<file path="src/design/hbrs_pkg.sv">
// Shared types, codes and constants of the H-bridge relay sequencer.
package hbrs_pkg;

  // Default width of the half-period counter
  localparam int unsigned PERIOD_COUNTER_WIDTH = 24;

  // Field widths
  localparam int unsigned MODE_W  = 1;
  localparam int unsigned HALF_W  = 24;
  localparam int unsigned DELAY_W = 20;
  localparam int unsigned STATE_W = 2;
  localparam int unsigned RELAY_W = 4;

  // Configuration bus
  localparam int unsigned APB_DW = 32;
  localparam int unsigned APB_AW = 4;

  // Relay delay after reset: 10 ms in microseconds
  localparam int unsigned RELAY_DELAY_MS = 10;
  localparam logic [DELAY_W-1:0] RELAY_DELAY_RESET = DELAY_W'(RELAY_DELAY_MS * 1000);

  // Register indexes on the configuration port
  typedef enum logic [1:0] {
    REG_MODE  = 2'd0,
    REG_HALF  = 2'd1,
    REG_DELAY = 2'd2
  } reg_idx_e;

  // Requested bridge states
  typedef enum logic [STATE_W-1:0] {
    ST_GROUND = 2'd0,
    ST_HVA    = 2'd1,
    ST_HVB    = 2'd2,
    ST_HIGHZ  = 2'd3
  } bridge_state_e;

  // Sequencer phases
  typedef enum logic [1:0] {
    PH_STANDBY    = 2'd0,
    PH_DISCONNECT = 2'd1,
    PH_RECONNECT  = 2'd2
  } phase_e;

  // Relay patterns: bit 0 low A, bit 1 low B, bit 2 high A, bit 3 high B
  localparam logic [RELAY_W-1:0] PAT_GND   = 4'h3;
  localparam logic [RELAY_W-1:0] PAT_HVA   = 4'h6;
  localparam logic [RELAY_W-1:0] PAT_HVB   = 4'h9;
  localparam logic [RELAY_W-1:0] PAT_HIGHZ = 4'h0;

  // Map a requested state to its relay pattern
  function automatic logic [RELAY_W-1:0] decode_state(input logic [STATE_W-1:0] s);
    logic [RELAY_W-1:0] pat;
    case (bridge_state_e'(s))
      ST_HVA:   pat = PAT_HVA;
      ST_HVB:   pat = PAT_HVB;
      ST_HIGHZ: pat = PAT_HIGHZ;
      default:  pat = PAT_GND;
    endcase
    return pat;
  endfunction

endpackage

</file>
<file path="src/design/hbrs_if.sv">
// Request and drive channel interfaces of the H-bridge relay sequencer.
interface hbrs_req_if;
  logic                          valid;
  logic                          ready;
  logic                          request_valid;
  logic [hbrs_pkg::STATE_W-1:0]  requested_state;

  modport source (output valid, request_valid, requested_state, input ready);
  modport sink   (input valid, request_valid, requested_state, output ready);
endinterface

interface hbrs_drv_if;
  logic                          valid;
  logic                          ready;
  logic                          drive_low_a;
  logic                          drive_low_b;
  logic                          drive_high_a;
  logic                          drive_high_b;
  logic                          busy_res;
  logic [hbrs_pkg::STATE_W-1:0]  last_request;

  modport source (output valid, drive_low_a, drive_low_b, drive_high_a, drive_high_b,
                  busy_res, last_request, input ready);
  modport sink   (input valid, drive_low_a, drive_low_b, drive_high_a, drive_high_b,
                  busy_res, last_request, output ready);
endinterface

</file>
<file path="src/design/h_bridge_relay_sequencer.sv">
// Top level of the H-bridge relay sequencer with break-before-make switching.
//
// Each transfer on req_if is one microsecond tick and yields exactly one
// transfer on drv_if carrying the relay drives after that tick. The
// sequencer state and an output register update at the same edge: the drives
// are offered in the cycle after the tick, and a new tick is taken in every
// cycle while drv_if is ready or the output register is empty. On a state
// change the relays that must be off open on that tick; the new ones close
// once more than relay_delay_us ticks have passed (busy_res is high in
// between). In frequency mode the target alternates HVB, HVA, ... each time
// more than half_period_us ticks have passed; requests made meanwhile are
// held and the latest acts when manual mode returns. Registers: mode at 0x0,
// half period at 0x4, relay delay at 0x8; write them only while idle.
module h_bridge_relay_sequencer #(
  parameter int unsigned PERIOD_COUNTER_WIDTH = hbrs_pkg::PERIOD_COUNTER_WIDTH
) (
  input  logic                          clk_i,
  input  logic                          rst_ni,
  hbrs_req_if.sink                      req_if,
  hbrs_drv_if.source                    drv_if,
  input  logic                          psel,
  input  logic                          penable,
  input  logic                          pwrite,
  input  logic [hbrs_pkg::APB_AW-1:0]   paddr,
  input  logic [hbrs_pkg::APB_DW-1:0]   pwdata,
  output logic [hbrs_pkg::APB_DW-1:0]   prdata,
  output logic                          pready
);

  localparam int unsigned PW = PERIOD_COUNTER_WIDTH;
  localparam int unsigned LW = (PW > hbrs_pkg::HALF_W) ? PW : hbrs_pkg::HALF_W;

  // Configuration registers
  logic                             mode_q, mode_d;
  logic [hbrs_pkg::HALF_W-1:0]      half_q, half_d;
  logic [hbrs_pkg::DELAY_W-1:0]     delay_cfg_q, delay_cfg_d;

  // Sequencer state
  logic [hbrs_pkg::RELAY_W-1:0]     relay_q, relay_d;
  logic [hbrs_pkg::RELAY_W-1:0]     target_q, target_d;
  hbrs_pkg::phase_e                 phase_q, phase_d;
  logic [hbrs_pkg::DELAY_W-1:0]     wait_q, wait_d;
  logic [PW-1:0]                    period_q, period_d;
  logic                             toggle_q, toggle_d;
  logic                             pend_valid_q, pend_valid_d;
  logic [hbrs_pkg::STATE_W-1:0]     pend_state_q, pend_state_d;

  // Output register
  logic                             out_valid_q;
  logic [hbrs_pkg::RELAY_W-1:0]     out_relay_q;
  logic                             out_busy_q;
  logic [hbrs_pkg::STATE_W-1:0]     out_req_q;

  logic                             in_xfer;
  logic                             cfg_wr;
  hbrs_pkg::reg_idx_e               cfg_idx;
  logic                             mode_wr;
  logic [LW-1:0]                    half_ext;
  logic [LW-1:0]                    half_new_ext;
  logic [PW-1:0]                    limit;
  logic [PW-1:0]                    limit_new;
  logic                             change;
  logic [hbrs_pkg::STATE_W-1:0]     new_state;
  hbrs_pkg::phase_e                 phase_eff;

  // Handshakes
  assign req_if.ready = !out_valid_q || drv_if.ready;
  assign in_xfer      = req_if.valid && req_if.ready;
  assign pready       = 1'b1;
  assign cfg_wr       = psel && penable && pwrite;
  assign cfg_idx      = hbrs_pkg::reg_idx_e'(paddr[3:2]);

  // Read back registers
  always_comb begin
    case (cfg_idx)
      hbrs_pkg::REG_MODE:  prdata = hbrs_pkg::APB_DW'(mode_q);
      hbrs_pkg::REG_HALF:  prdata = hbrs_pkg::APB_DW'(half_q);
      hbrs_pkg::REG_DELAY: prdata = hbrs_pkg::APB_DW'(delay_cfg_q);
      default:             prdata = '0;
    endcase
  end

  // Period limits from the current and the newly written half period
  assign half_ext     = LW'(half_q);
  assign limit        = half_ext[PW-1:0];
  assign half_new_ext = LW'(half_d);
  assign limit_new    = half_new_ext[PW-1:0];

  // Register writes
  always_comb begin
    mode_d      = mode_q;
    half_d      = half_q;
    delay_cfg_d = delay_cfg_q;
    mode_wr     = 1'b0;
    if (cfg_wr) begin
      case (cfg_idx)
        hbrs_pkg::REG_MODE: begin
          mode_d  = pwdata[0];
          mode_wr = 1'b1;
        end
        hbrs_pkg::REG_HALF: begin
          half_d  = pwdata[hbrs_pkg::HALF_W-1:0];
          mode_wr = 1'b1;
        end
        hbrs_pkg::REG_DELAY: delay_cfg_d = pwdata[hbrs_pkg::DELAY_W-1:0];
        default: ;
      endcase
    end
    // Frequency mode with no half period falls back to manual ground
    if (mode_wr && mode_d && (limit_new == '0)) begin
      mode_d = 1'b0;
    end
  end

  // One tick of the sequencer
  always_comb begin
    pend_valid_d = pend_valid_q;
    pend_state_d = pend_state_q;
    period_d     = period_q;
    toggle_d     = toggle_q;
    target_d     = target_q;
    relay_d      = relay_q;
    wait_d       = wait_q;
    phase_d      = phase_q;
    change       = 1'b0;
    new_state    = hbrs_pkg::ST_GROUND;
    phase_eff    = phase_q;

    if (in_xfer) begin
      // Latch a new request; the latest one wins
      if (req_if.request_valid) begin
        pend_valid_d = 1'b1;
        pend_state_d = req_if.requested_state;
      end

      // Pick up a change from a request or from the period timer
      if (!mode_q) begin
        if (pend_valid_d) begin
          pend_valid_d = 1'b0;
          change       = 1'b1;
          new_state    = pend_state_d;
        end
      end else if (period_q >= limit) begin
        period_d  = '0;
        toggle_d  = ~toggle_q;
        change    = 1'b1;
        new_state = toggle_d ? hbrs_pkg::ST_HVB : hbrs_pkg::ST_HVA;
      end else begin
        period_d = period_q + PW'(1);
      end

      if (change) begin
        target_d  = hbrs_pkg::decode_state(new_state);
        phase_eff = hbrs_pkg::PH_DISCONNECT;
      end
      phase_d = phase_eff;

      // Break first, then make after the delay
      case (phase_eff)
        hbrs_pkg::PH_STANDBY: ;
        hbrs_pkg::PH_DISCONNECT: begin
          relay_d = relay_q & target_d;
          wait_d  = '0;
          phase_d = hbrs_pkg::PH_RECONNECT;
        end
        hbrs_pkg::PH_RECONNECT: begin
          if (wait_q >= delay_cfg_q) begin
            relay_d = relay_q | target_d;
            phase_d = hbrs_pkg::PH_STANDBY;
          end else begin
            wait_d = wait_q + hbrs_pkg::DELAY_W'(1);
          end
        end
        default: begin
          target_d = hbrs_pkg::PAT_GND;
          phase_d  = hbrs_pkg::PH_DISCONNECT;
        end
      endcase
    end

    // Mode or half-period write restarts the alternation
    if (mode_wr) begin
      period_d = '0;
      toggle_d = 1'b0;
      if (mode_q != mode_d || (cfg_idx == hbrs_pkg::REG_MODE && pwdata[0])) begin
        if (mode_d == 1'b0 && (cfg_idx == hbrs_pkg::REG_HALF || pwdata[0])) begin
          pend_state_d = hbrs_pkg::ST_GROUND;
          pend_valid_d = 1'b1;
        end
      end else if (mode_q && !mode_d) begin
        pend_state_d = hbrs_pkg::ST_GROUND;
        pend_valid_d = 1'b1;
      end
    end
  end

  // Configuration and sequencer state
  always_ff @(posedge clk_i or negedge rst_ni) begin
    if (!rst_ni) begin
      mode_q       <= 1'b0;
      half_q       <= '0;
      delay_cfg_q  <= hbrs_pkg::RELAY_DELAY_RESET;
      relay_q      <= hbrs_pkg::PAT_GND;
      target_q     <= hbrs_pkg::PAT_GND;
      phase_q      <= hbrs_pkg::PH_STANDBY;
      wait_q       <= '0;
      period_q     <= '0;
      toggle_q     <= 1'b0;
      pend_valid_q <= 1'b0;
      pend_state_q <= hbrs_pkg::ST_GROUND;
    end else begin
      mode_q       <= mode_d;
      half_q       <= half_d;
      delay_cfg_q  <= delay_cfg_d;
      relay_q      <= relay_d;
      target_q     <= target_d;
      phase_q      <= phase_d;
      wait_q       <= wait_d;
      period_q     <= period_d;
      toggle_q     <= toggle_d;
      pend_valid_q <= pend_valid_d;
      pend_state_q <= pend_state_d;
    end
  end

  // Output register: load on each tick, drop once taken
  always_ff @(posedge clk_i or negedge rst_ni) begin
    if (!rst_ni) begin
      out_valid_q <= 1'b0;
    end else if (in_xfer) begin
      out_valid_q <= 1'b1;
    end else if (drv_if.ready) begin
      out_valid_q <= 1'b0;
    end
  end

  always_ff @(posedge clk_i) begin
    if (in_xfer) begin
      out_relay_q <= relay_d;
      out_busy_q  <= (phase_d != hbrs_pkg::PH_STANDBY);
      out_req_q   <= pend_state_d;
    end
  end

  assign drv_if.valid        = out_valid_q;
  assign drv_if.drive_low_a  = out_relay_q[0];
  assign drv_if.drive_low_b  = out_relay_q[1];
  assign drv_if.drive_high_a = out_relay_q[2];
  assign drv_if.drive_high_b = out_relay_q[3];
  assign drv_if.busy_res     = out_busy_q;
  assign drv_if.last_request = out_req_q;

endmodule

</file>
<file path="src/flat_wrapper.sv">
// flat-port wrapper written by rule: the top's interface ports become plain ports
module h_bridge_relay_sequencer_flat 
#(
  parameter int unsigned PERIOD_COUNTER_WIDTH = hbrs_pkg::PERIOD_COUNTER_WIDTH
)
  (clk_i, rst_ni, psel, penable, pwrite, paddr, pwdata, prdata, pready, req_if_valid, req_if_request_valid, req_if_requested_state, req_if_ready, drv_if_valid, drv_if_drive_low_a, drv_if_drive_low_b, drv_if_drive_high_a, drv_if_drive_high_b, drv_if_busy_res, drv_if_last_request, drv_if_ready);
  hbrs_req_if req_if_i ();
  hbrs_drv_if drv_if_i ();
  input  logic clk_i;
  input  logic rst_ni;
  input  logic psel;
  input  logic penable;
  input  logic pwrite;
  input  logic [hbrs_pkg::APB_AW-1:0] paddr;
  input  logic [hbrs_pkg::APB_DW-1:0] pwdata;
  output logic [hbrs_pkg::APB_DW-1:0] prdata;
  output logic pready;
  input wire logic [$bits(req_if_i.valid)-1:0] req_if_valid;
  input wire logic [$bits(req_if_i.request_valid)-1:0] req_if_request_valid;
  input wire logic [$bits(req_if_i.requested_state)-1:0] req_if_requested_state;
  output wire logic [$bits(req_if_i.ready)-1:0] req_if_ready;
  output wire logic [$bits(drv_if_i.valid)-1:0] drv_if_valid;
  output wire logic [$bits(drv_if_i.drive_low_a)-1:0] drv_if_drive_low_a;
  output wire logic [$bits(drv_if_i.drive_low_b)-1:0] drv_if_drive_low_b;
  output wire logic [$bits(drv_if_i.drive_high_a)-1:0] drv_if_drive_high_a;
  output wire logic [$bits(drv_if_i.drive_high_b)-1:0] drv_if_drive_high_b;
  output wire logic [$bits(drv_if_i.busy_res)-1:0] drv_if_busy_res;
  output wire logic [$bits(drv_if_i.last_request)-1:0] drv_if_last_request;
  input wire logic [$bits(drv_if_i.ready)-1:0] drv_if_ready;
  assign req_if_i.valid = req_if_valid;
  assign req_if_i.request_valid = req_if_request_valid;
  assign req_if_i.requested_state = req_if_requested_state;
  assign req_if_ready = req_if_i.ready;
  assign drv_if_valid = drv_if_i.valid;
  assign drv_if_drive_low_a = drv_if_i.drive_low_a;
  assign drv_if_drive_low_b = drv_if_i.drive_low_b;
  assign drv_if_drive_high_a = drv_if_i.drive_high_a;
  assign drv_if_drive_high_b = drv_if_i.drive_high_b;
  assign drv_if_busy_res = drv_if_i.busy_res;
  assign drv_if_last_request = drv_if_i.last_request;
  assign drv_if_i.ready = drv_if_ready;
  h_bridge_relay_sequencer #(.PERIOD_COUNTER_WIDTH(PERIOD_COUNTER_WIDTH)) u_core (.clk_i(clk_i), .rst_ni(rst_ni), .req_if(req_if_i), .drv_if(drv_if_i), .psel(psel), .penable(penable), .pwrite(pwrite), .paddr(paddr), .pwdata(pwdata), .prdata(prdata), .pready(pready));
endmodule
</file>
<file path="config.mk">
export PLATFORM = sky130hd
export DESIGN_NAME = h_bridge_relay_sequencer_flat
export DESIGN_NICKNAME = d
export VERILOG_FILES = /design/src/design/hbrs_pkg.sv /design/src/design/hbrs_if.sv /design/src/design/h_bridge_relay_sequencer.sv /design/src/flat_wrapper.sv
export SDC_FILE = /design/constraint.sdc
export NUM_CORES = 1
export LEC_CHECK = 0
export ABC_AREA = 0
export BUFFER_PORTS_ARGS = -buffer_cell sky130_fd_sc_hd__buf_2
export CORE_ASPECT_RATIO = 1.1
export CORE_MARGIN = 2
export CORE_UTILIZATION = 45
export CTS_BUF_LIST = sky130_fd_sc_hd__clkbuf_4
export DETAILED_ROUTE_END_ITERATION = 10
export HOLD_SLACK_MARGIN = 0.1
export SLEW_MARGIN = 20
export SYNTH_ARGS = -nofsm -noshare
export SYNTH_HDL_FRONTEND = slang
export SYNTH_SLANG_ARGS = --single-unit
</file>
<file path="constraint.sdc">
create_clock -name clk_i -period 4.2 [get_ports clk_i]
set_clock_uncertainty 0.15 [all_clocks]
set_input_delay 0.21 -clock clk_i [delete_from_list [all_inputs] [get_ports clk_i]]
set_output_delay 0.21 -clock clk_i [all_outputs]
set_load 0.01 [all_outputs]
</file>
# Word level (Yosys, flattened, before mapping)
# Cells that the tools add are included.
totals:
  rom_bits: 0
  mem_bits_rw: 0
  elab_cells: 115
  memories: 0
  regBits: 111
  out_inout_bits: 42
  latchBits: 0
op_classes:
  n_addsub: 2
  reduce_logical: 28
  muxes: 55
  eq_ne: 9
  n_lt_le_gt_ge: 2
  multipliers: 0
  n_shift: 0
  div: 0
  bitwise: 4
op_table:
  columns: ["operator", "count"]
  rows:
  - ["two-way mux 24 bit", 6]
  - ["one-hot mux 24 bit (3 select lines)", 1]
  - ["one-hot mux 20 bit (2 select lines)", 1]
  - ["two-way mux 2 bit", 15]
  - ["adder 24 x 1 -> 24 bit (second input constant)", 1]
  - ["greater-or-equal comparator 24 bit", 1]
  - ["zero test 24 bit", 1]
  - ["two-way mux 1 bit", 23]
  - ["adder 20 x 1 -> 20 bit (second input constant)", 1]
  - ["greater-or-equal comparator 20 bit", 1]
  - ["two-way mux 20 bit", 1]
  - ["two-way mux 4 bit", 5]
  - ["one-hot mux 4 bit (3 select lines)", 1]
  - ["nonzero test 2 bit", 6]
  - ["equality test 2 bit (second input constant)", 4]
  - ["logical AND 1 bit", 8]
  - ["one-hot mux 4 bit (2 select lines)", 1]
  - ["equality test 2 x 1 -> 1 bit (second input constant)", 3]
  - ["one-hot mux 2 bit (3 select lines)", 1]
  - ["AND reduction 3 bit", 2]
  - ["bitwise AND 4 bit", 1]
  - ["zero test 2 bit", 2]
  - ["OR 4 bit", 1]
  - ["AND reduction 2 bit", 2]
  - ["other kinds (7)", 11]

# Logic depth before layout (Yosys ltp)
# Gate-level depths: netlist (run 1).
depth:
  ltp_word: 15
  mapped_depth: 16

# Worst setup path before layout (run 1)
# OpenSTA, ideal clock, no wires.
synth_timing:
  path_type: "register -> register"
  from: "reg u_core.period_q[15]"
  to: "reg u_core.wait_q[8] (netlist name)"
  t_required_ns: 3.972
  arrival_time_ns: 3.215
  slack_ns: 0.757
  synth_period_minus_slack_ns: 3.443
  path_buffers: 1
  setup_ns: 0.078
  stages_incl_launch_ff: 15
  cell_sequence: "dfrtp_1 > ha_1 > nand4_1 > nor3_1 > o211a_1 > nand2_1 > a31oi_1 > nor2b_1 > inv_1 > ha_1 > nor2b_1 > a31oi_1 > clkbuf_1 > or4_1 > a21oi_1"
synth_between:
  elab_chain_cells: 9
  elab_cells_between_ends: 12
synth_lines:
  columns: ["element", "line", "text"]
  rows:
  - ["from (decl)", "h_bridge_relay_sequencer.sv:43", "logic [PW-1:0] period_q, period_d;"]
  - ["from (signal assigned)", "h_bridge_relay_sequencer.sv:219", "period_q <= period_d;"]
  - ["greater-or-equal comparator 24 bit (*)", "h_bridge_relay_sequencer.sv:143", "end else if (period_q >= limit) begin"]
  - ["two-way mux 1 bit (*)", "h_bridge_relay_sequencer.sv:143", null]
  - ["two-way mux 1 bit (*)", "h_bridge_relay_sequencer.sv:137", "if (!mode_q) begin"]
  - ["two-way mux 1 bit (*)", "h_bridge_relay_sequencer.sv:129", "if (in_xfer) begin"]
  - ["two-way mux 2 bit (*)", "h_bridge_relay_sequencer.sv:152", "if (change) begin"]
  - ["two-way mux 2 bit (*)", "h_bridge_relay_sequencer.sv:129", null]
  - ["equality test 2 bit / equality test 2 x 1 -> 1 bit (equally long branches)", "h_bridge_relay_sequencer.sv:159", "case (phase_eff)"]
  - ["inequality test 2 bit (no source line) / nonzero test 2 bit (equally long branches)", null, null]
  - ["AND reduction 3 bit (no source line)", null, null]
  - ["to (signal assigned)", "h_bridge_relay_sequencer.sv:218", "wait_q <= wait_d;"]
  - ["to (decl)", "h_bridge_relay_sequencer.sv:42", "logic [hbrs_pkg::DELAY_W-1:0] wait_q, wait_d;"]
# Every way passes the cells marked *; elsewhere a longest branch is shown, timed or not. The select of a mux whose other input is x is not followed.
# A chain may end at the register's enable or synchronous reset.

# Final worst setup path (run 1)
layout_timing:
  from: "reg u_core.half_q, in the netlist u_core.half_ext[15]"
  to: "reg u_core.wait_q[14] (netlist name)"
layout_between:
  elab_chain_cells: 9
  elab_cells_between_ends: 12
layout_lines:
  columns: ["element", "line", "text"]
  rows:
  - ["from (decl)", "h_bridge_relay_sequencer.sv:35", "logic [hbrs_pkg::HALF_W-1:0] half_q, half_d;"]
  - ["from (signal assigned)", "h_bridge_relay_sequencer.sv:213", "half_q <= half_d;"]
  - ["greater-or-equal comparator 24 bit (*)", "h_bridge_relay_sequencer.sv:143", null]
  - ["two-way mux 1 bit (*)", "h_bridge_relay_sequencer.sv:143", null]
  - ["two-way mux 1 bit (*)", "h_bridge_relay_sequencer.sv:137", null]
  - ["two-way mux 1 bit (*)", "h_bridge_relay_sequencer.sv:129", null]
  - ["two-way mux 2 bit (*)", "h_bridge_relay_sequencer.sv:152", null]
  - ["two-way mux 2 bit (*)", "h_bridge_relay_sequencer.sv:129", null]
  - ["equality test 2 bit / equality test 2 x 1 -> 1 bit (equally long branches)", "h_bridge_relay_sequencer.sv:159", null]
  - ["inequality test 2 bit (no source line) / nonzero test 2 bit (equally long branches)", null, null]
  - ["AND reduction 3 bit (no source line)", null, null]
# Marked as above.

==> metrics.txt, run 1 <==
Leak 0.00358 µW; crit end category flip-flop; clock buffer depth 2; Internal 1770 µW; post-synthesis simple-gate area fraction 0.201; Starting Density 0.464; EDFF count, synth 7; CTS root buffer clkbuf_4; clock slew at reported path FFs 160 ps; xor and xnor area share after synthesis 0.0246; Detail Route Antenna Nets 0; commonest cells in the netlist dfrtp_1, nand2_1, o21ai_0; # rows 46; post-CTS setup buffers 0; ranking of synthesized cells by area dfrtp_1, ha_1, o21ai_0, nand2_1, dfstp_2; Syn. warnings 0; DRC viols 0; post-synthesis sequential area ratio 0.418; fin crit share 0.925; crit path DAT 4150 ps; maxcap violations 0; drt wl/cell 17.4 µm; DIE WIDTH 121 µm; WP data required 4460 ps; Primary FF master, synth dfrtp_1; Nets 933; flop2flop setup slack 310 ps; initial antenna violation count 1; post-synthesis adder-cell area fraction 0.0927; first-pass GRT wire length 29.0 mm; setup TNS 0 ps; Yosys top cell by area dfrtp_1; worst vdd ir 187 µV; post-synthesis mux area share 0.0124; chip height 132 µm; # H-tree levels 3; GP Congestion 0.857; share of cells above drive strength 1 0.151; final wirelength 18.0 mm; clock share of power 0.176; Design Power 2820 µW; Setup-failing EPs final 0; Synth top area share 0.352; largest net degree at the start of global routing 68; total die area 0.0160 mm²; CTS Buf Count 9; CTS tree done; Mean Syn Cell Area 9.04 µm²; largest family of logic cells by synthesized area simple AND/OR/NAND/NOR gates; Synth Area in Compound Gates 0.188; register bit count reported by yosys 111; Switch Pwr 1050 µW; Area Growth Syn to Fin 14.3%; fmax 0.257 GHz; Async SR Flop Fraction 0.937; relative slew slack 0.421; Final min period 3890 ps; DRT Pass-1 Iters 6; worst-path maximum fanout 31; Starting DRT DRC Count 320; Via density 5.68; status completed; Filler cells 1,379; Core Util, Final 0.530; Worst Hold Class input pin to flip-flop; Tot GR Track Use 0.229; vias in the first global route 5,668; Core ar. 0.0146 mm²; gr ovfl total 0; Sw Share 0.371; crit start category flip-flop; DP HPWL 13.4 mm; IO buf count 68; io pins 88; Max Slew Vio Count 0; area of the multi-input gates 0.00354 mm²; worst slew pin tran 869 ps; fin area 0.00771 mm²; Comb power frac 0.317; vias 5,877; synth unique cells 66; P per Cell Area 365 mW/mm²; Area after DPL 0.00727 mm²; endpoints failing hold 0; share of power burned in registers 0.506; Cells after Synth 747; count leader, synth dfrtp_1; Reg area 0.00282 mm²; RSZ-0062 raised after global routing false; Setup CP Type flip-flop to flip-flop; synthesized area 0.00675 mm²; Worst-Skew Late Latency 480 ps; # clock sinks 111
==> placed cells by master (no fill, tap or decap), drive strengths merged, types with 5 or more instances in the layout <==
cell type | Yosys | final
a21o | 8 | 8
a21oi | 42 | 42
a22o | 21 | 21
and2 | 9 | 9
and3 | 7 | 7
and4 | 8 | 8
buf | 18 | 83
clkbuf | 25 | 12
conb | 2 | 9
dfrtp | 95 | 95
dfstp | 9 | 9
dlygate4sd3 | 0 | 32
edfxtp | 7 | 7
ha | 50 | 50
inv | 57 | 57
mux2i | 5 | 5
nand2 | 82 | 82
nand2b | 11 | 11
nand3 | 28 | 28
nand3b | 5 | 5
nand4 | 16 | 16
nor2 | 38 | 38
nor2b | 8 | 8
nor3 | 12 | 12
nor4 | 11 | 11
o21ai | 79 | 79
o31ai | 13 | 13
or3 | 6 | 6
or4 | 11 | 11
xnor2 | 7 | 7
xor2 | 12 | 12
==> routing by layer <==
layer | global-route usage | up-vias | wire length [µm]
met5 | 0 | - | 0
met4 | 0.0840 | 0 | 353
met3 | 0.0272 | 21 | 742
met2 | 0.376 | 137 | 8780
met1 | 0.312 | 2876 | 8130
li1 | - | 2843 | -
==> path summary, 6_finish.rpt <==
| path | depth (start not counted) | to | start |
|---|---|---|---|
| min in group asynchronous | 2 | u_core.delay_cfg_q[16] | rst_ni |
| max in group asynchronous | 3 | u_core.half_ext[23] | rst_ni |
| hold reg to reg | 2 | u_core.relay_q[1] | u_core.relay_q[1] |
| hold / removal | 3 | u_core.toggle_q | penable |
| setup reg to reg | 14 | u_core.wait_q[14] | u_core.half_ext[15] |
| setup / recovery | 14 | u_core.wait_q[14] | u_core.half_ext[15] |
==> stage by stage <==
stage	hold slack, ps	std cells	setup slack [ps]
after floorplan	-236	754	757
after global placement	228	986	513
after detailed placement	235	986	401
after CTS	104	1034	356
after global routing	145	1035	34.8
final	127	1035	314
==> state kept, by name, summed over array words and instances (netlist names), 2 cells and up <==
signal	cells
u_core.half_ext	24
u_core.out_relay_q	4
u_core.delay_cfg_q	20
u_core.wait_q	20
u_core.relay_q	4
u_core.period_q	24
u_core.pend_state_q	2
u_core.drv_if.last_request	2
u_core.target_q	4
u_core.phase_q	2
==> power by group through the flow <==
stage | Sequential [µW] | Combinational, µW | Clock [µW]
6_report | 1430 | 894 | 496
5_1_grt | 1450 | 1010 | 544
4_1_cts | 1420 | 894 | 507
3_5_place_dp | 1440 | 860 | 0
3_3_place_gp | 1440 | 834 | 0
2_1_floorplan | 1390 | 603 | 0
==> final cells by class <==
type,count,share of cell area
timing repair buffer,115,0.101
inverter,57,0.0277
multi-input combinational,543,0.460
antenna,1,0.000324
clock inverter,4,0.00292
clock buffer,12,0.0117
sequential,111,0.366
tap,192,0.0311
==> cell families after synthesis <==
group | Yosys count
and+or+nand+nor | 257
AOI/OAI and AO/OA | 200
DFF | 111
buffers and inverters | 100
adders and majority gates | 50
xor gates and xnor gates | 19
muxes | 8
other | 2
==> worst max-delay path, cell delays in order (launching register included) <==
cell and delay, ps:
dfrtp_1 440, inv_1 90, ha_1 320, nand4_1 160, nor3_1 260, o211a_1 260
nand2_1 140, a31oi_1 410, nor2b_1 140, ha_1 270, nor2b_1 220, a31oi_2 50
buf_4 240, or4_1 510, a21oi_1 170
==> what timing repair did <==
item                                   in CTS  in global routing
endpoints found under the hold margin     108                  0
hold buffers                               32                  0
resized for setup                           0                  0
Power figures use the tool's default switching activity.
==> run 2: changes to the inputs <==
PLACE_DENSITY = 0.65   (was default)
==> metrics.txt, run 2 (synthesis results as in run 1) <==
status completed; vias in the first global route 5,760 (+1.6%); Setup-failing EPs final 0 (unchanged); CTS tree done; Area Growth Syn to Fin 14.5%; Core ar. 0.0146 mm² (unchanged); Non-Filler Instances 1,033 (-0.19%); worst-path maximum fanout 11 (-65%); share of cells above drive strength 1 0.151 (+0.000359); Setup CP Type flip-flop to flip-flop; WP data required 4410 ps (-50 ps); fin crit share 0.936 (+0.0106); Filler cells 1,345 (-2.5%); GP Congestion 0.881 (+2.8%); Nets 931 (-0.21%); endpoints failing hold 0 (unchanged); WHS Path Cells 3 (unchanged); crit end category flip-flop; CTS root buffer clkbuf_4; # rows 46 (unchanged); # H-tree levels 3 (unchanged); final wirelength 17.7 mm (-1.5%); flop2flop setup slack 270 ps (-40 ps); clock buffer depth 2 (unchanged); DRT Pass-1 Iters 5 (-1); Via density 5.71 (+0.52%); first-pass GRT wire length 29.0 mm (about the same); CP most frequent cell a21oi_1; P per Cell Area 371 mW/mm² (+1.6%); setup TNS 0 ps (unchanged); CP max stage cell dfrtp_1; Leak 0.00359 µW (+0.25%); IO buf count 68 (unchanged); placed instance count 983 (-0.30%); Worst Hold Class input pin to flip-flop; worst slew pin tran 977 ps (+109 ps); initial antenna violation count 1 (unchanged); RSZ-0062 raised after global routing false; gr ovfl total 0 (unchanged); crit path DAT 4140 ps (about the same); Critical Path, Cell by Cell inv_1, ha_1, a21oi_1, o21ai_0, a21oi_1, and3_1, a31oi_2, nor2b_1, ha_2, nand3_1, a2111oi_0, a2bb2o_1, a21bo_2, a21oi_1; chip height 132 µm (unchanged); io pins 88 (unchanged); CTS Buf Count 9 (unchanged); worst vdd ir 174 µV (-7.0%); Worst-Skew Late Latency 500 ps (+20 ps); worst r2r path cells 14 (unchanged); relative slew slack 0.349 (-0.0724); Design Power 2870 µW (+1.8%); Detail Route Antenna Nets 0 (unchanged); DP HPWL 13.3 mm (-0.82%); total die area 0.0160 mm² (unchanged); most frequent cells in the layout dfrtp_1, nand2_1, o21ai_0; CP peak stage delay 430 ps (-80 ps); Final min period 3930 ps (+44.4 ps); fmax 0.254 GHz (-1.1%); Starting DRT DRC Count 412 (+29%); Fin Hold WS 141 ps (+13.9 ps); crit start category flip-flop; largest net degree at the start of global routing 75 (+10%); # clock sinks 111 (unchanged); maxcap violations 0 (unchanged); Max Slew Vio Count 0 (unchanged); DRC viols 0 (unchanged); drt wl/cell 17.2 µm (-1.3%); commonest non-fill, non-tap cell in the layout dfrtp_1; vias 5,896 (+0.32%); clock slew at reported path FFs 160 ps (about the same); Starting Density 0.464 (unchanged); Tot GR Track Use 0.229 (about the same); post-CTS setup buffers 0 (unchanged); DIE WIDTH 121 µm (unchanged)
-- run 2: report_power, final --
part	internal [µW]	switching, µW
sequential	1270	157
combinational	354	525
clock	201	359
total	1820	1040
-- run 2: per-layer routing --
metal | wire length, µm | vias to the layer above | part of all wire | GRT usage
met5 | 0 | - | 0 | 0
met4 | 416 | 0 | 0.023 | 0.0840
met3 | 722 | 27 | 0.041 | 0.0332
met2 | 8460 | 164 | 0.48 | 0.374
met1 | 8130 | 2869 | 0.46 | 0.311
li1 | - | 2836 | - | -
-- run 2: cell type report --
cell class | instances | area, µm² | share of cell area
multi-input combinational | 543 | 3550 | 0.459
inverter | 57 | 214 | 0.0277
tap | 192 | 240 | 0.0311
antenna | 1 | 2.50 | 0.000324
clock inverter | 4 | 46.3 | 0.00599
sequential | 111 | 2820 | 0.365
clock buffer | 12 | 90.1 | 0.0117
timing repair buffer | 113 | 763 | 0.0988
-- run 2: path summary, 6_finish.rpt --
kind | startpoint | endpoint
max in group asynchronous | rst_ni | u_core.relay_q[0]
worst min-delay path | penable | u_core.toggle_q
min in group asynchronous | rst_ni | u_core.delay_cfg_q[16]
worst max register to register | u_core.half_ext[19] | u_core.wait_q[10]
worst max-delay path | u_core.half_ext[19] | u_core.wait_q[10]
worst min register to register | u_core.relay_q[1] | u_core.relay_q[1]
-- run 2: repair_timing --
action | CTS | global route
endpoints found under the hold margin | 119 | 0
gates resized for setup | 0 | 2
hold buffers | 33 | 0
endpoints found under the setup margin | 0 | 15
-- run 2: worst max-delay path: cells and delay by family (launching register included) --
kind                     cells  cell delay, ps
flip-flops                   1             430
AND/OR/NAND/NOR              3             720
buffers and inverters        1              80
AO/OA/AOI/OAI                8            1720
adder cells (fa/ha/maj)      2             700
-- run 2: per-stage QoR --
stage               setup slack, ps   util  cell area (µm²)
floorplan                       757      -             6780
global placement                458  0.498             7250
detailed placement              334  0.498             7250
CTS                             258  0.530             7720
global route                   12.1  0.531             7730
finish                          270  0.531             7730
==> run 3: changes to the inputs <==
CORE_MARGIN = default   (was 2)
REMOVE_ABC_BUFFERS = 1   (was default)
==> metrics.txt, run 3 (synthesis results as in run 1) <==
clock buffer depth 2 (unchanged); WHS Path Cells 4 (+1); Area Growth Syn to Fin 14.6%; worst r2r path cells 14 (unchanged); Leak 0.00360 µW (+0.23%); fmax 0.257 GHz (+0.85%); Starting DRT DRC Count 439 (+6.6%); Final min period 3900 ps (-33.0 ps); total die area 0.0155 mm² (-3.1%); crit end category flip-flop; vias 5,957 (+1.0%); share of power burned in registers 0.502 (+0.004); Filler cells 1,359 (+1.0%); Setup-failing EPs final 0 (unchanged); Critical Path, Cell by Cell inv_1, ha_1, a21oi_1, o21ai_0, a21oi_2, and3_1, a31oi_2, nor2b_1, ha_1, buf_4, nand2_1, a21oi_1, o2111a_1, a2bb2oi_1; Tot GR Track Use 0.239 (+0.00977); endpoints failing hold 0 (unchanged); CP bufs+invs 2 (+1); r2r endpoint u_core.out_relay_q[0]; Hold Startpoint paddr[2]; RR Startpoint u_core.half_ext[19]; fin area 0.00774 mm² (+0.15%); P per Cell Area 366 mW/mm² (-1.2%); Area after DPL 0.00728 mm² (+0.45%); drt wl/cell 17.3 µm (+0.84%); # rows 46 (unchanged); GP Congestion 0.905 (+2.7%); Via density 5.74 (+0.64%); final wirelength 18.0 mm (+1.2%); initial antenna violation count 1 (unchanged); most frequent cells in the layout dfrtp_1, nand2_1, o21ai_0; chip height 130 µm (-1.5%); DIE WIDTH 119 µm (-1.7%); relative slew slack 0.371 (+0.0226); maxcap violations 0 (unchanged); Core ar. 0.0146 mm² (unchanged); Internal 1770 µW (-3.1%); Comb power frac 0.319 (+0.012); RSZ-0062 raised after global routing false; gr ovfl total 0 (unchanged); CTS tree done; worst-path maximum fanout 8 (-3); Worst-Skew Late Latency 480 ps (-20 ps); WP data required 4340 ps (-70 ps); flop2flop setup slack 300 ps (+30 ps); setup TNS 0 ps (unchanged); Sw Share 0.376 (+0.0129); Switch Pwr 1070 µW (+2.4%); fin crit share 0.928 (-0.00785); Detail Route Antenna Nets 0 (unchanged); CTS Buf Count 9 (unchanged); Design Power 2840 µW (-1.1%); Starting Density 0.464 (unchanged); CP top delay family compound AO/OA/AOI/OAI gates; CP max stage cell dfrtp_1; io pins 88 (unchanged); DP HPWL 13.2 mm (-0.94%); Hold EP u_core.mode_q; Setup CP Type flip-flop to flip-flop; crit start category flip-flop; CP peak stage delay 460 ps (+30 ps); Max Slew Vio Count 0 (unchanged); # H-tree levels 3 (unchanged); Worst Hold Class input pin to flip-flop; worst slew pin tran 943 ps (-33.9 ps); Nets 934 (+0.32%); DRC viols 0 (unchanged); status completed; commonest non-fill, non-tap cell in the layout dfrtp_1; DRT Pass-1 Iters 5 (unchanged); worst vdd ir 233 µV (+34%); # clock sinks 111 (unchanged); CTS root buffer clkbuf_4; IO buf count 68 (unchanged); vias in the first global route 5,787 (+0.47%); largest net degree at the start of global routing 70 (-6.7%); crit path DAT 4040 ps (-100 ps); clock slew at reported path FFs 180 ps (+20 ps); post-CTS setup buffers 0 (unchanged); share of cells above drive strength 1 0.155 (+0.00421); clock share of power 0.179 (-0.017); first-pass GRT wire length 28.9 mm (-0.38%)
==> run 3: changes by cell type in the layout (fill, tap and decap cells not counted), sizes merged <==
cell	previous run	this run
buf	80	84
dlygate4sd3	33	32
bufinv	1	0
clkbuf	12	10
clkinv	2	5
diode	1	2
==> run 3: worst max path at each step <==
stage	slack, ps	to	start	cells past startpoint
finish	300	u_core.out_relay_q[0]	u_core.half_ext[19]	14
global route	30	u_core.out_relay_q[0]	u_core.half_ext[19]	14
CTS	240	u_core.out_relay_q[0]	u_core.half_ext[19]	14
detailed placement	280	u_core.out_relay_q[0]	u_core.half_ext[19]	14
global placement	430	u_core.out_relay_q[0]	u_core.half_ext[19]	14
floorplan	400	u_core.wait_q[3]	u_core.half_ext[19]	13
==> run 3: cell type report <==
class | count | area [µm²] | share of cell area
repair buffers | 116 | 783 | 0.101
multi-input cells | 543 | 3550 | 0.459
clock inverters | 6 | 46.3 | 0.00598
well taps | 192 | 240 | 0.0310
diodes | 2 | 5.00 | 0.000647
flip-flops and latches | 111 | 2820 | 0.365
inverters | 57 | 214 | 0.0276
clock buffers | 10 | 75.1 | 0.00970
==> run 3: timing repair <==
item / in CTS / in global routing
endpoints found under the setup margin: 0 / 17
resized for setup: 0 / 2
hold endpoints to repair: 114 / 0
hold buffers: 32 / 0
==> run 3: power by group through the flow <==
stage	registers [µW]	logic, µW	clock network (µW)
global route	1450	1010	567
finish	1420	904	508
detailed placement	1440	868	0
floorplan	1400	561	0
CTS	1420	902	526
global placement	1430	826	0
==> run 3: worst register-to-register path, stage by stage, from the launching register on <==
cell,delay (ps)
dfrtp_1,460
inv_1,90
ha_1,340
a21oi_1,160
o21ai_0,120
a21oi_2,270
and3_1,290
a31oi_2,190
nor2b_1,270
ha_1,370
buf_4,180
nand2_1,50
a21oi_1,280
o2111a_1,250
a2bb2oi_1,260
==> run 3: stage by stage <==
step,std cells,utilization,hold WS [ps],setup WS (ps)
2_1_floorplan,711,-,-236,396
3_3_place_gp,987,0.500,252,432
3_5_place_dp,987,0.500,260,277
4_1_cts,1035,0.530,105,241
5_1_grt,1037,0.531,168,32.2
6_report,1037,0.531,142,303
==> run 3: layer usage <==
layer,track usage,share of wire,up-vias
met5,0,0,-
met4,0.0797,0.019,0
met1,0.314,0.45,2894
met2,0.415,0.49,189
li1,-,-,2849
met3,0.0265,0.048,25
